--- src/sv/rau_pkg.sv ---
// Shared types and constants for the rational arithmetic unit.
`default_nettype none
package rau_pkg;
   localparam int unsigned FIELD_BITS = 32;
   localparam int unsigned DEN_BITS   = 31;
   localparam int unsigned OP_BITS    = 2;

   localparam logic [OP_BITS-1:0] OP_ADD = 2'd0;
   localparam logic [OP_BITS-1:0] OP_SUB = 2'd1;
   localparam logic [OP_BITS-1:0] OP_MUL = 2'd2;

   typedef enum logic [15:0] {
      ST_IDLE   = 16'b0000_0000_0000_0001,
      ST_MUL0   = 16'b0000_0000_0000_0010,
      ST_MUL1   = 16'b0000_0000_0000_0100,
      ST_MUL2   = 16'b0000_0000_0000_1000,
      ST_COMB   = 16'b0000_0000_0001_0000,
      ST_FIX    = 16'b0000_0000_0010_0000,
      ST_GINIT  = 16'b0000_0000_0100_0000,
      ST_GSH    = 16'b0000_0000_1000_0000,
      ST_GX     = 16'b0000_0001_0000_0000,
      ST_GLOOP  = 16'b0000_0010_0000_0000,
      ST_SCALE  = 16'b0000_0100_0000_0000,
      ST_DINITN = 16'b0000_1000_0000_0000,
      ST_DIVN   = 16'b0001_0000_0000_0000,
      ST_DINITD = 16'b0010_0000_0000_0000,
      ST_DIVD   = 16'b0100_0000_0000_0000,
      ST_DONE   = 16'b1000_0000_0000_0000
   } state_type;

   typedef struct packed {
      logic load;
      logic mul0;
      logic mul1;
      logic mul2;
      logic comb;
      logic fix;
      logic ginit;
      logic gsh;
      logic gx;
      logic gloop;
      logic scale;
      logic dinit_n;
      logic div_step;
      logic dinit_d;
      logic finish;
   } cmd_type;

   typedef struct packed {
      logic rn_zero;
      logic both_even;
      logic x_even;
      logic y_zero;
      logic k_zero;
      logic div_last;
   } status_type;

   typedef struct packed {
      logic [FIELD_BITS-1:0] num;
      logic [DEN_BITS-1:0]   den;
      logic                  ovf;
   } result_type;
endpackage
`default_nettype wire

--- src/sv/rational_arith_unit.sv ---
// Top level of the rational arithmetic unit: ports, result register, checks.
//   channel | dir | beat contents
//   req_    | in  | operation, a_num, a_den, b_num, b_den
//   rsp_    | out | res_num, res_den; overflow in tuser
// One item at a time: setup makes three passes through one multiplier, then a
// binary GCD, then two restoring divisions by the divisor. A zero result skips
// GCD and division. The result register lets the next beat be taken while a
// result waits; the finish stalls until it is free.
// Synchronous reset clears control only.
`default_nettype none
module rational_arith_unit
   import rau_pkg::*;
#(
   parameter int unsigned WORD_BITS = 32
) (
   input  wire          clock,
   input  wire          reset,
   input  wire          req_tvalid,
   output logic         req_tready,
   input  wire [135:0]  req_tdata,  // operation, a_num, a_den, b_num, b_den, zero pad
   output logic         rsp_tvalid,
   input  wire          rsp_tready,
   output logic [63:0]  rsp_tdata,  // res_num, res_den, zero pad
   output logic         rsp_tuser   // overflow
);
   cmd_type    cmd;
   status_type status;
   result_type result;
   logic       out_free;
   logic       rsp_valid_ff;
   result_type rsp_ff;

   assign out_free = !rsp_valid_ff || rsp_tready;

   rau_ctrl u_ctrl (
      .clock     (clock),
      .reset     (reset),
      .req_valid (req_tvalid),
      .out_free  (out_free),
      .status    (status),
      .req_ready (req_tready),
      .cmd       (cmd)
   );

   rau_dp #(.WORD_BITS(WORD_BITS)) u_dp (
      .clock     (clock),
      .cmd       (cmd),
      .operation (req_tdata[1:0]),
      .a_num     (req_tdata[33:2]),
      .a_den     (req_tdata[65:34]),
      .b_num     (req_tdata[97:66]),
      .b_den     (req_tdata[129:98]),
      .status    (status),
      .result    (result)
   );

   always_ff @(posedge clock) begin
      if (reset) begin
         rsp_valid_ff <= 1'b0;
      end else if (cmd.finish) begin
         rsp_valid_ff <= 1'b1;
      end else if (rsp_tready) begin
         rsp_valid_ff <= 1'b0;
      end
      if (cmd.finish) rsp_ff <= result;
   end

   assign rsp_tvalid = rsp_valid_ff;
   assign rsp_tdata  = {1'b0, rsp_ff.den, rsp_ff.num};
   assign rsp_tuser  = rsp_ff.ovf;

`ifndef SYNTH
   a_one_at_a_time: assert property (@(posedge clock) disable iff (reset)
      req_tvalid && req_tready |=> !req_tready)
      else $error("beat taken while busy");
   a_den_nonzero: assert property (@(posedge clock) disable iff (reset)
      rsp_valid_ff && !rsp_ff.ovf |-> rsp_ff.den != '0)
      else $error("zero denominator without overflow");
   a_zero_is_0_1: assert property (@(posedge clock) disable iff (reset)
      rsp_valid_ff && rsp_ff.num == '0 && !rsp_ff.ovf |-> rsp_ff.den == DEN_BITS'(1))
      else $error("zero result not reduced to 0/1");
`endif
endmodule
`default_nettype wire

--- src/sv/rau_ctrl.sv ---
// Sequencer for the rational arithmetic unit.
`default_nettype none
module rau_ctrl
   import rau_pkg::*;
(
   input  wire        clock,
   input  wire        reset,
   input  wire        req_valid,
   input  wire        out_free,
   input  status_type status,
   output logic       req_ready,
   output cmd_type    cmd
);
   state_type state_ff, state_in;

   always_ff @(posedge clock) begin
      if (reset) begin
         state_ff <= ST_IDLE;
      end else begin
         state_ff <= state_in;
      end
   end

   always_comb begin
      state_in = state_ff;
      case (state_ff)
         ST_IDLE:   if (req_valid) state_in = ST_MUL0;
         ST_MUL0:   state_in = ST_MUL1;
         ST_MUL1:   state_in = ST_MUL2;
         ST_MUL2:   state_in = ST_COMB;
         ST_COMB:   state_in = ST_FIX;
         ST_FIX:    state_in = ST_GINIT;
         ST_GINIT:  state_in = status.rn_zero ? ST_DONE : ST_GSH;
         ST_GSH:    if (!status.both_even) state_in = ST_GX;
         ST_GX:     if (!status.x_even) state_in = ST_GLOOP;
         ST_GLOOP:  if (status.y_zero) state_in = ST_SCALE;
         ST_SCALE:  if (status.k_zero) state_in = ST_DINITN;
         ST_DINITN: state_in = ST_DIVN;
         ST_DIVN:   if (status.div_last) state_in = ST_DINITD;
         ST_DINITD: state_in = ST_DIVD;
         ST_DIVD:   if (status.div_last) state_in = ST_DONE;
         ST_DONE:   if (out_free) state_in = ST_IDLE;
         default:   state_in = ST_IDLE;
      endcase
   end

   always_comb begin
      req_ready    = (state_ff == ST_IDLE);
      cmd          = '0;
      cmd.load     = (state_ff == ST_IDLE) && req_valid;
      cmd.mul0     = (state_ff == ST_MUL0);
      cmd.mul1     = (state_ff == ST_MUL1);
      cmd.mul2     = (state_ff == ST_MUL2);
      cmd.comb     = (state_ff == ST_COMB);
      cmd.fix      = (state_ff == ST_FIX);
      cmd.ginit    = (state_ff == ST_GINIT);
      cmd.gsh      = (state_ff == ST_GSH) && status.both_even;
      cmd.gx       = (state_ff == ST_GX) && status.x_even;
      cmd.gloop    = (state_ff == ST_GLOOP) && !status.y_zero;
      cmd.scale    = (state_ff == ST_SCALE) && !status.k_zero;
      cmd.dinit_n  = (state_ff == ST_DINITN);
      cmd.div_step = (state_ff == ST_DIVN) || (state_ff == ST_DIVD);
      cmd.dinit_d  = (state_ff == ST_DINITD);
      cmd.finish   = (state_ff == ST_DONE) && out_free;
   end
endmodule
`default_nettype wire

--- src/sv/rau_dp.sv ---
// Datapath: shared multiplier, sign/magnitude combine, binary GCD, restoring divider.
`default_nettype none
module rau_dp
   import rau_pkg::*;
#(
   parameter int unsigned WORD_BITS = 32
) (
   input  wire                    clock,
   input  cmd_type                cmd,
   input  wire [OP_BITS-1:0]      operation,
   input  wire [FIELD_BITS-1:0]   a_num,
   input  wire [FIELD_BITS-1:0]   a_den,
   input  wire [FIELD_BITS-1:0]   b_num,
   input  wire [FIELD_BITS-1:0]   b_den,
   output status_type             status,
   output result_type             result
);
   localparam int unsigned W  = WORD_BITS;
   localparam int unsigned PW = 2 * WORD_BITS;
   localparam int unsigned KW = $clog2(PW);

   logic [OP_BITS-1:0] op_ff;
   logic               sa_ff, sb_ff, sr_ff, zero_ff;
   logic [W-1:0]       na_ff, da_ff, nb_ff, db_ff;
   logic [PW-1:0]      rd_ff, t1_ff, t2_ff, x_ff, y_ff, rem_ff, dvd_ff;
   logic [PW:0]        acc_ff;
   logic [KW-1:0]      k_ff, cnt_ff;

   logic          nna, dna, nnb, dnb;
   logic [W-1:0]  mna, mda, mnb, mdb, mda1, mdb1;
   logic [W-1:0]  mul_a, mul_b;
   logic [PW-1:0] prod;
   logic          sbe, same;
   logic [PW:0]   sum, diff;
   logic [PW:0]   div_tr, div_sub;
   logic [PW-1:0] rn_mag, rn_neg;

   always_comb begin
      nna  = a_num[W-1];
      dna  = a_den[W-1];
      nnb  = b_num[W-1];
      dnb  = b_den[W-1];
      mna  = nna ? (W)'(-a_num[W-1:0]) : a_num[W-1:0];
      mda  = dna ? (W)'(-a_den[W-1:0]) : a_den[W-1:0];
      mnb  = nnb ? (W)'(-b_num[W-1:0]) : b_num[W-1:0];
      mdb  = dnb ? (W)'(-b_den[W-1:0]) : b_den[W-1:0];
      mda1 = (mda == '0) ? (W)'(1) : mda;
      mdb1 = (mdb == '0) ? (W)'(1) : mdb;
   end

   always_comb begin
      mul_a = da_ff;
      mul_b = db_ff;
      if (cmd.mul1) begin
         mul_a = na_ff;
         mul_b = op_ff[1] ? nb_ff : db_ff;
      end else if (cmd.mul2) begin
         mul_a = da_ff;
         mul_b = nb_ff;
      end
      prod = PW'(mul_a) * PW'(mul_b);
   end

   always_comb begin
      sbe     = sb_ff ^ (op_ff == OP_SUB);
      same    = (sa_ff == sbe);
      sum     = {1'b0, t1_ff} + {1'b0, t2_ff};
      diff    = {1'b0, t1_ff} - {1'b0, t2_ff};
      div_tr  = {rem_ff, dvd_ff[PW-1]};
      div_sub = div_tr - {1'b0, x_ff};
   end

   always_ff @(posedge clock) begin
      if (cmd.load) begin
         op_ff <= operation;
         na_ff <= mna;
         nb_ff <= mnb;
         da_ff <= mda1;
         db_ff <= mdb1;
         sa_ff <= (nna != (dna && (mda != '0))) && (mna != '0);
         sb_ff <= (nnb != (dnb && (mdb != '0))) && (mnb != '0);
      end
      if (cmd.mul0) rd_ff <= prod;
      if (cmd.mul1) t1_ff <= prod;
      if (cmd.mul2) t2_ff <= prod;
      if (cmd.comb) begin
         if (op_ff[1]) begin
            acc_ff <= {1'b0, t1_ff};
            sr_ff  <= sa_ff ^ sb_ff;
         end else if (same) begin
            acc_ff <= sum;
            sr_ff  <= sa_ff;
         end else begin
            acc_ff <= diff;
            sr_ff  <= diff[PW] ? sbe : sa_ff;
         end
      end
      if (cmd.fix && acc_ff[PW]) acc_ff <= (PW+1)'(-acc_ff);
      if (cmd.ginit) begin
         x_ff    <= acc_ff[PW-1:0];
         y_ff    <= rd_ff;
         k_ff    <= '0;
         zero_ff <= (acc_ff == '0);
      end
      if (cmd.gsh) begin
         x_ff <= x_ff >> 1;
         y_ff <= y_ff >> 1;
         k_ff <= k_ff + 1'b1;
      end
      if (cmd.gx) x_ff <= x_ff >> 1;
      if (cmd.gloop) begin
         if (!y_ff[0]) begin
            y_ff <= y_ff >> 1;
         end else if (x_ff > y_ff) begin
            x_ff <= y_ff;
            y_ff <= x_ff - y_ff;
         end else begin
            y_ff <= y_ff - x_ff;
         end
      end
      if (cmd.scale) begin
         x_ff <= x_ff << 1;
         k_ff <= k_ff - 1'b1;
      end
      if (cmd.dinit_n) begin
         rem_ff <= '0;
         dvd_ff <= acc_ff[PW-1:0];
         cnt_ff <= '0;
      end
      if (cmd.dinit_d) begin
         acc_ff <= {1'b0, dvd_ff};
         rem_ff <= '0;
         dvd_ff <= rd_ff;
         cnt_ff <= '0;
      end
      if (cmd.div_step) begin
         cnt_ff <= cnt_ff + 1'b1;
         if (!div_sub[PW]) begin
            rem_ff <= div_sub[PW-1:0];
            dvd_ff <= {dvd_ff[PW-2:0], 1'b1};
         end else begin
            rem_ff <= div_tr[PW-1:0];
            dvd_ff <= {dvd_ff[PW-2:0], 1'b0};
         end
      end
   end

   always_comb begin
      status.rn_zero   = (acc_ff == '0);
      status.both_even = !x_ff[0] && !y_ff[0];
      status.x_even    = !x_ff[0];
      status.y_zero    = (y_ff == '0);
      status.k_zero    = (k_ff == '0);
      status.div_last  = (cnt_ff == KW'(PW-1));
   end

   always_comb begin
      rn_mag     = acc_ff[PW-1:0];
      rn_neg     = PW'(-rn_mag);
      result     = '0;
      if (zero_ff) begin
         result.den[0] = 1'b1;
      end else begin
         result.num[W-1:0] = sr_ff ? rn_neg[W-1:0] : rn_mag[W-1:0];
         result.den[W-2:0] = dvd_ff[W-2:0];
         result.ovf = (dvd_ff[PW-1:W-1] != '0)
                    || (sr_ff ? ((rn_mag[PW-1:W] != '0)
                                 || (rn_mag[W-1] && (rn_mag[W-2:0] != '0)))
                              : (rn_mag[PW-1:W-1] != '0));
      end
   end
endmodule
`default_nettype wire

--- config.mk ---
export PLATFORM = sky130hd
export DESIGN_NAME = rational_arith_unit
export DESIGN_NICKNAME = d
export VERILOG_FILES = /design/src/sv/rau_pkg.sv /design/src/sv/rational_arith_unit.sv /design/src/sv/rau_ctrl.sv /design/src/sv/rau_dp.sv
export SDC_FILE = /design/constraint.sdc
export NUM_CORES = 2
export LEC_CHECK = 0
export BUFFER_PORTS_ARGS = -buffer_cell sky130_fd_sc_hd__buf_2
export CORE_MARGIN = 2
export CORE_UTILIZATION = 40
export DETAILED_ROUTE_END_ITERATION = 6
export PLACE_DENSITY = 0.53
export REMOVE_ABC_BUFFERS = 1
export SYNTH_ARGS = -nofsm -noshare
export SYNTH_HDL_FRONTEND = slang
export SYNTH_SLANG_ARGS = --single-unit
--- constraint.sdc ---
create_clock -name clock -period 15.6 [get_ports clock]
set_input_delay 2.34 -clock clock [delete_from_list [all_inputs] [get_ports clock]]
set_output_delay 2.34 -clock clock [all_outputs]
set_load 0.01 [all_outputs]
==> summary.txt <==
Critical path
  • Worst R2R End: u_dp.t1_ff[41]$_DFFE_PP_
  • Worst R2R Path Depth: 33
  • Critical path arrival: 12.52 ns
  • FF-to-FF setup slack: 3.54 ns
  • Worst path slowest cell: mux2i_4
  • Worst stage delay on the critical path: 0.89 ns
  • Critical Path RT: 16.05 ns
  • Worst reg2reg path startpoint: u_ctrl.state_ff[6]$_SDFFE_PP0P_
  • Worst setup path end: u_dp.t1_ff[41]$_DFFE_PP_
  • Setup crit end kind: flip-flop
  • Crit start category: flip-flop
  • Setup crit start: u_ctrl.state_ff[6]$_SDFFE_PP0P_
  • Crit Path Category: reg -> reg
  • Crit path top cell by count: fa_1
  • CP Max Fanout: 43

STA
  • Pins Over Slew Limit: 0
  • Final hold violations: 0
  • Relative slew slack: 16.7%
  • Minimum clock period: 12.06 ns
  • RSZ-0062 raised after global routing: false
  • Clock Skews: 0.0605 ns
  • Final setup fails: 0
  • Worst-Margin Slew: 1.22 ns
  • Tcrit/Tclk final: between 70 and 80%
  • Max Clk Rate: 82.9 MHz

Routing
  • DRT Wirelength: between 300 and 400 mm
  • Drt pass-1 iters: 6
  • DR vias/cell: 5.74
  • Via count: 72400
  • Average wire per standard cell: 25.0 um
  • Antenna-violating nets left: 0
  • Iter 0 DRT Violations: 6772
  • Post-route DRC: 0

Finish
  • Share of cells above drive strength 1: 6.93%
  • Fin area: 93700 um^2
  • P&R area growth vs syn: 8.10%
  • Final net count: 11300

CTS
  • Post-CTS setup buffer count: 0
  • CTS max path bufs: 3
  • Clock transition at path regs: 0.06 ns
  • Num CTS Buffers: 91
  • Clock Tree Root: clkbuf_16
  • Clk_lat worst skew: 0.77 ns
  • CTS tree: done
  • Post-CTS resize count: 0
  • H-tree depth: 3
  • Clock sink count: 740
  • Hold buffers post-CTS: 0

Placed design
  • Hpwl dp: roughly 250 mm
  • Area of placed instances: 90700 um^2
  • PortBufs: 199
  • GPL Wtd Cong: 0.953

Global route
  • Total gr overflow: 0
  • Largest net degree at the start of global routing: around 110
  • GRT Total Usage: 28.2%
  • First-pass GRT wire length: 472 mm
  • Initial antenna violation count: 7
  • Via count of the first global-routing pass: 73800

Floorplan
  • Die ar.: 221000 um^2
  • Std-Cell Rows: 170
  • Core Region: between 200000 and 250000 um^2
  • Die height: 470 um
  • Initial Utilization: 40.3%
  • Die Wd: 470 um
  • I/O pin total: 207

Run
  • Max-cap viol count: 0

Synth
  • Syn Area/Cell: 8.85 um^2
  • Synth async-reset ratio: 0%
  • Dominant synthesized flop cell: edfxtp_1
  • Post-synthesis sequential area ratio: 24.7%
  • Synth warn: 0
  • Yosys reg bits: 740
  • Cell count after synthesis: 9799
  • Post-synth EDFFs: 658
  • Yosys cell types: 95
  • Mapped cell area: 86700 um^2

Hold path
  • Hold Crit Class: reg -> reg

Status
  • Status: finished, final reports clean
-- cell type report --
type,count,area [um^2]
Antenna cell,1,2.50
Clock buffer,118,2450
Clock inverter,50,574
Fill cell,21100,121000
Inverter,1200,4500
Multi-Input combinational cell,7341,59300
Sequential cell,740,21400
Tap cell,2838,3550
Timing Repair Buffer,323,1940
-- layer usage --
| layer | vias up | wire length [um] | GRT usage, % |
|---|---|---|---|
| met5 | - | 0 | 0 |
| met4 | 0 | 17800 | 13.5 |
| met3 | 567 | 20400 | 3.70 |
| met2 | 2828 | 143000 | 45.6 |
| met1 | 35900 | 134000 | 37.3 |
| li1 | 33100 | - | - |
-- cell usage in the layout (no fill, tap or decap), drive strengths merged, types with 32 or more instances in the layout --
| cell | count |
|---|---|
| mux2 | 66 |
| nand4 | 94 |
| nand3 | 110 |
| a31oi | 118 |
| nand2b | 54 |
| or2 | 35 |
| a21o | 165 |
| edfxtp | 658 |
| fa | 901 |
| inv | 1200 |
| o211ai | 43 |
| nor2 | 1164 |
| and3 | 32 |
| ha | 593 |
| xnor2 | 335 |
| or3 | 52 |
| xor2 | 126 |
| dfxtp | 82 |
| or4 | 44 |
| nor4 | 108 |
| o21bai | 100 |
| a21oi | 734 |
| nor2b | 83 |
| clkbuf | 118 |
| o21a | 44 |
| nor3 | 98 |
| buf | 323 |
| clkinv | 37 |
| o22ai | 85 |
| a211oi | 169 |
| o21ai | 402 |
| mux2i | 205 |
| o31ai | 79 |
| nand2 | 986 |
-- kinds of logic after synthesis --
family                     synth area share (%)
buffers and inverters                      7.49
xor gates and xnor gates                   4.66
and+or+nand+nor                            15.2
adders and majority gates                  29.4
other                                   0.00432
muxes                                      3.22
AOI/OAI and AO/OA                          15.4
DFF                                        24.7
-- stage by stage --
stage	std cells	util (%)	setup slack, ns	hold slack (ns)	setup TNS, ns
detailed placement	12400	42.2	3.64	0.515	0
CTS	12600	43.6	3.58	0.529	0
finish	12600	43.6	3.54	0.526	0
floorplan	9281	-	-1.43	0.476	-82.75
global route	12600	43.6	2.93	0.569	0
global placement	12400	42.2	3.72	0.503	0
-- worst min-delay path by stage --
stage	startpoint	endpoint	slack, ns	cells after the start
final	rsp_tvalid$_SDFFE_PP0P_	rsp_tvalid$_SDFFE_PP0P_	0.53	2
after global routing	rsp_tvalid$_SDFFE_PP0P_	rsp_tvalid$_SDFFE_PP0P_	0.57	2
after CTS	rsp_tvalid$_SDFFE_PP0P_	rsp_tvalid$_SDFFE_PP0P_	0.53	2
after detailed placement	rsp_tvalid$_SDFFE_PP0P_	rsp_tvalid$_SDFFE_PP0P_	0.52	2
after global placement	rsp_tvalid$_SDFFE_PP0P_	rsp_tvalid$_SDFFE_PP0P_	0.50	2
after floorplan	u_ctrl.state_ff[3]$_SDFFE_PP0P_	u_ctrl.state_ff[4]$_SDFFE_PP0P_	0.48	2
-- critical path, delay by kind of cell, from the launching register on --
family | cells | cell delay, ns
fa+ha+maj | 9 | 4.44
compound gates | 11 | 3.01
xor+xnor | 1 | 0.28
mux | 1 | 0.89
buf+inv | 5 | 0.69
flops | 1 | 0.39
simple gates | 6 | 1.98
-- flip-flops by register name, summed over array words and instances, names as in the netlist, 64 cells and up --
register	count
u_dp.x_ff	64
u_dp.dvd_ff	64
u_dp.y_ff	64
u_dp.acc_ff	65
u_dp.rem_ff	64
u_dp.t1_ff	64
u_dp.rd_ff	64
u_dp.t2_ff	64
-- cell usage after synthesis (44+ instances only) --
| cell type | count | area share, % |
|---|---|---|
| inv_1 | 1197 | 5.2 |
| nand2b_1 | 54 | 0.39 |
| o21a_1 | 44 | 0.38 |
| o21bai_1 | 100 | 0.87 |
| nor2_1 | 1161 | 5.0 |
| dfxtp_1 | 82 | 1.9 |
| a211oi_1 | 169 | 1.5 |
| fa_1 | 901 | 21 |
| mux2_2 | 65 | 0.84 |
| a31oi_1 | 118 | 0.85 |
| nor3_1 | 97 | 0.56 |
| o21ai_0 | 401 | 2.3 |
| o22ai_1 | 85 | 0.61 |
| ha_1 | 593 | 8.6 |
| clkbuf_1 | 466 | 2.0 |
| xor2_1 | 126 | 1.3 |
| nor4_1 | 107 | 0.77 |
| nand4_1 | 94 | 0.68 |
| or3_1 | 49 | 0.35 |
| o31ai_1 | 79 | 0.68 |
| edfxtp_1 | 658 | 23 |
| nand3_1 | 107 | 0.62 |
| mux2i_1 | 205 | 2.4 |
| a21o_1 | 165 | 1.4 |
| nor2b_1 | 83 | 0.60 |
| a21oi_1 | 734 | 4.2 |
| xnor2_1 | 335 | 3.4 |
| nand2_1 | 986 | 4.3 |
Power is not shown: default switching activity piles up to over one toggle a cycle in this logic, so the estimate is an artifact.
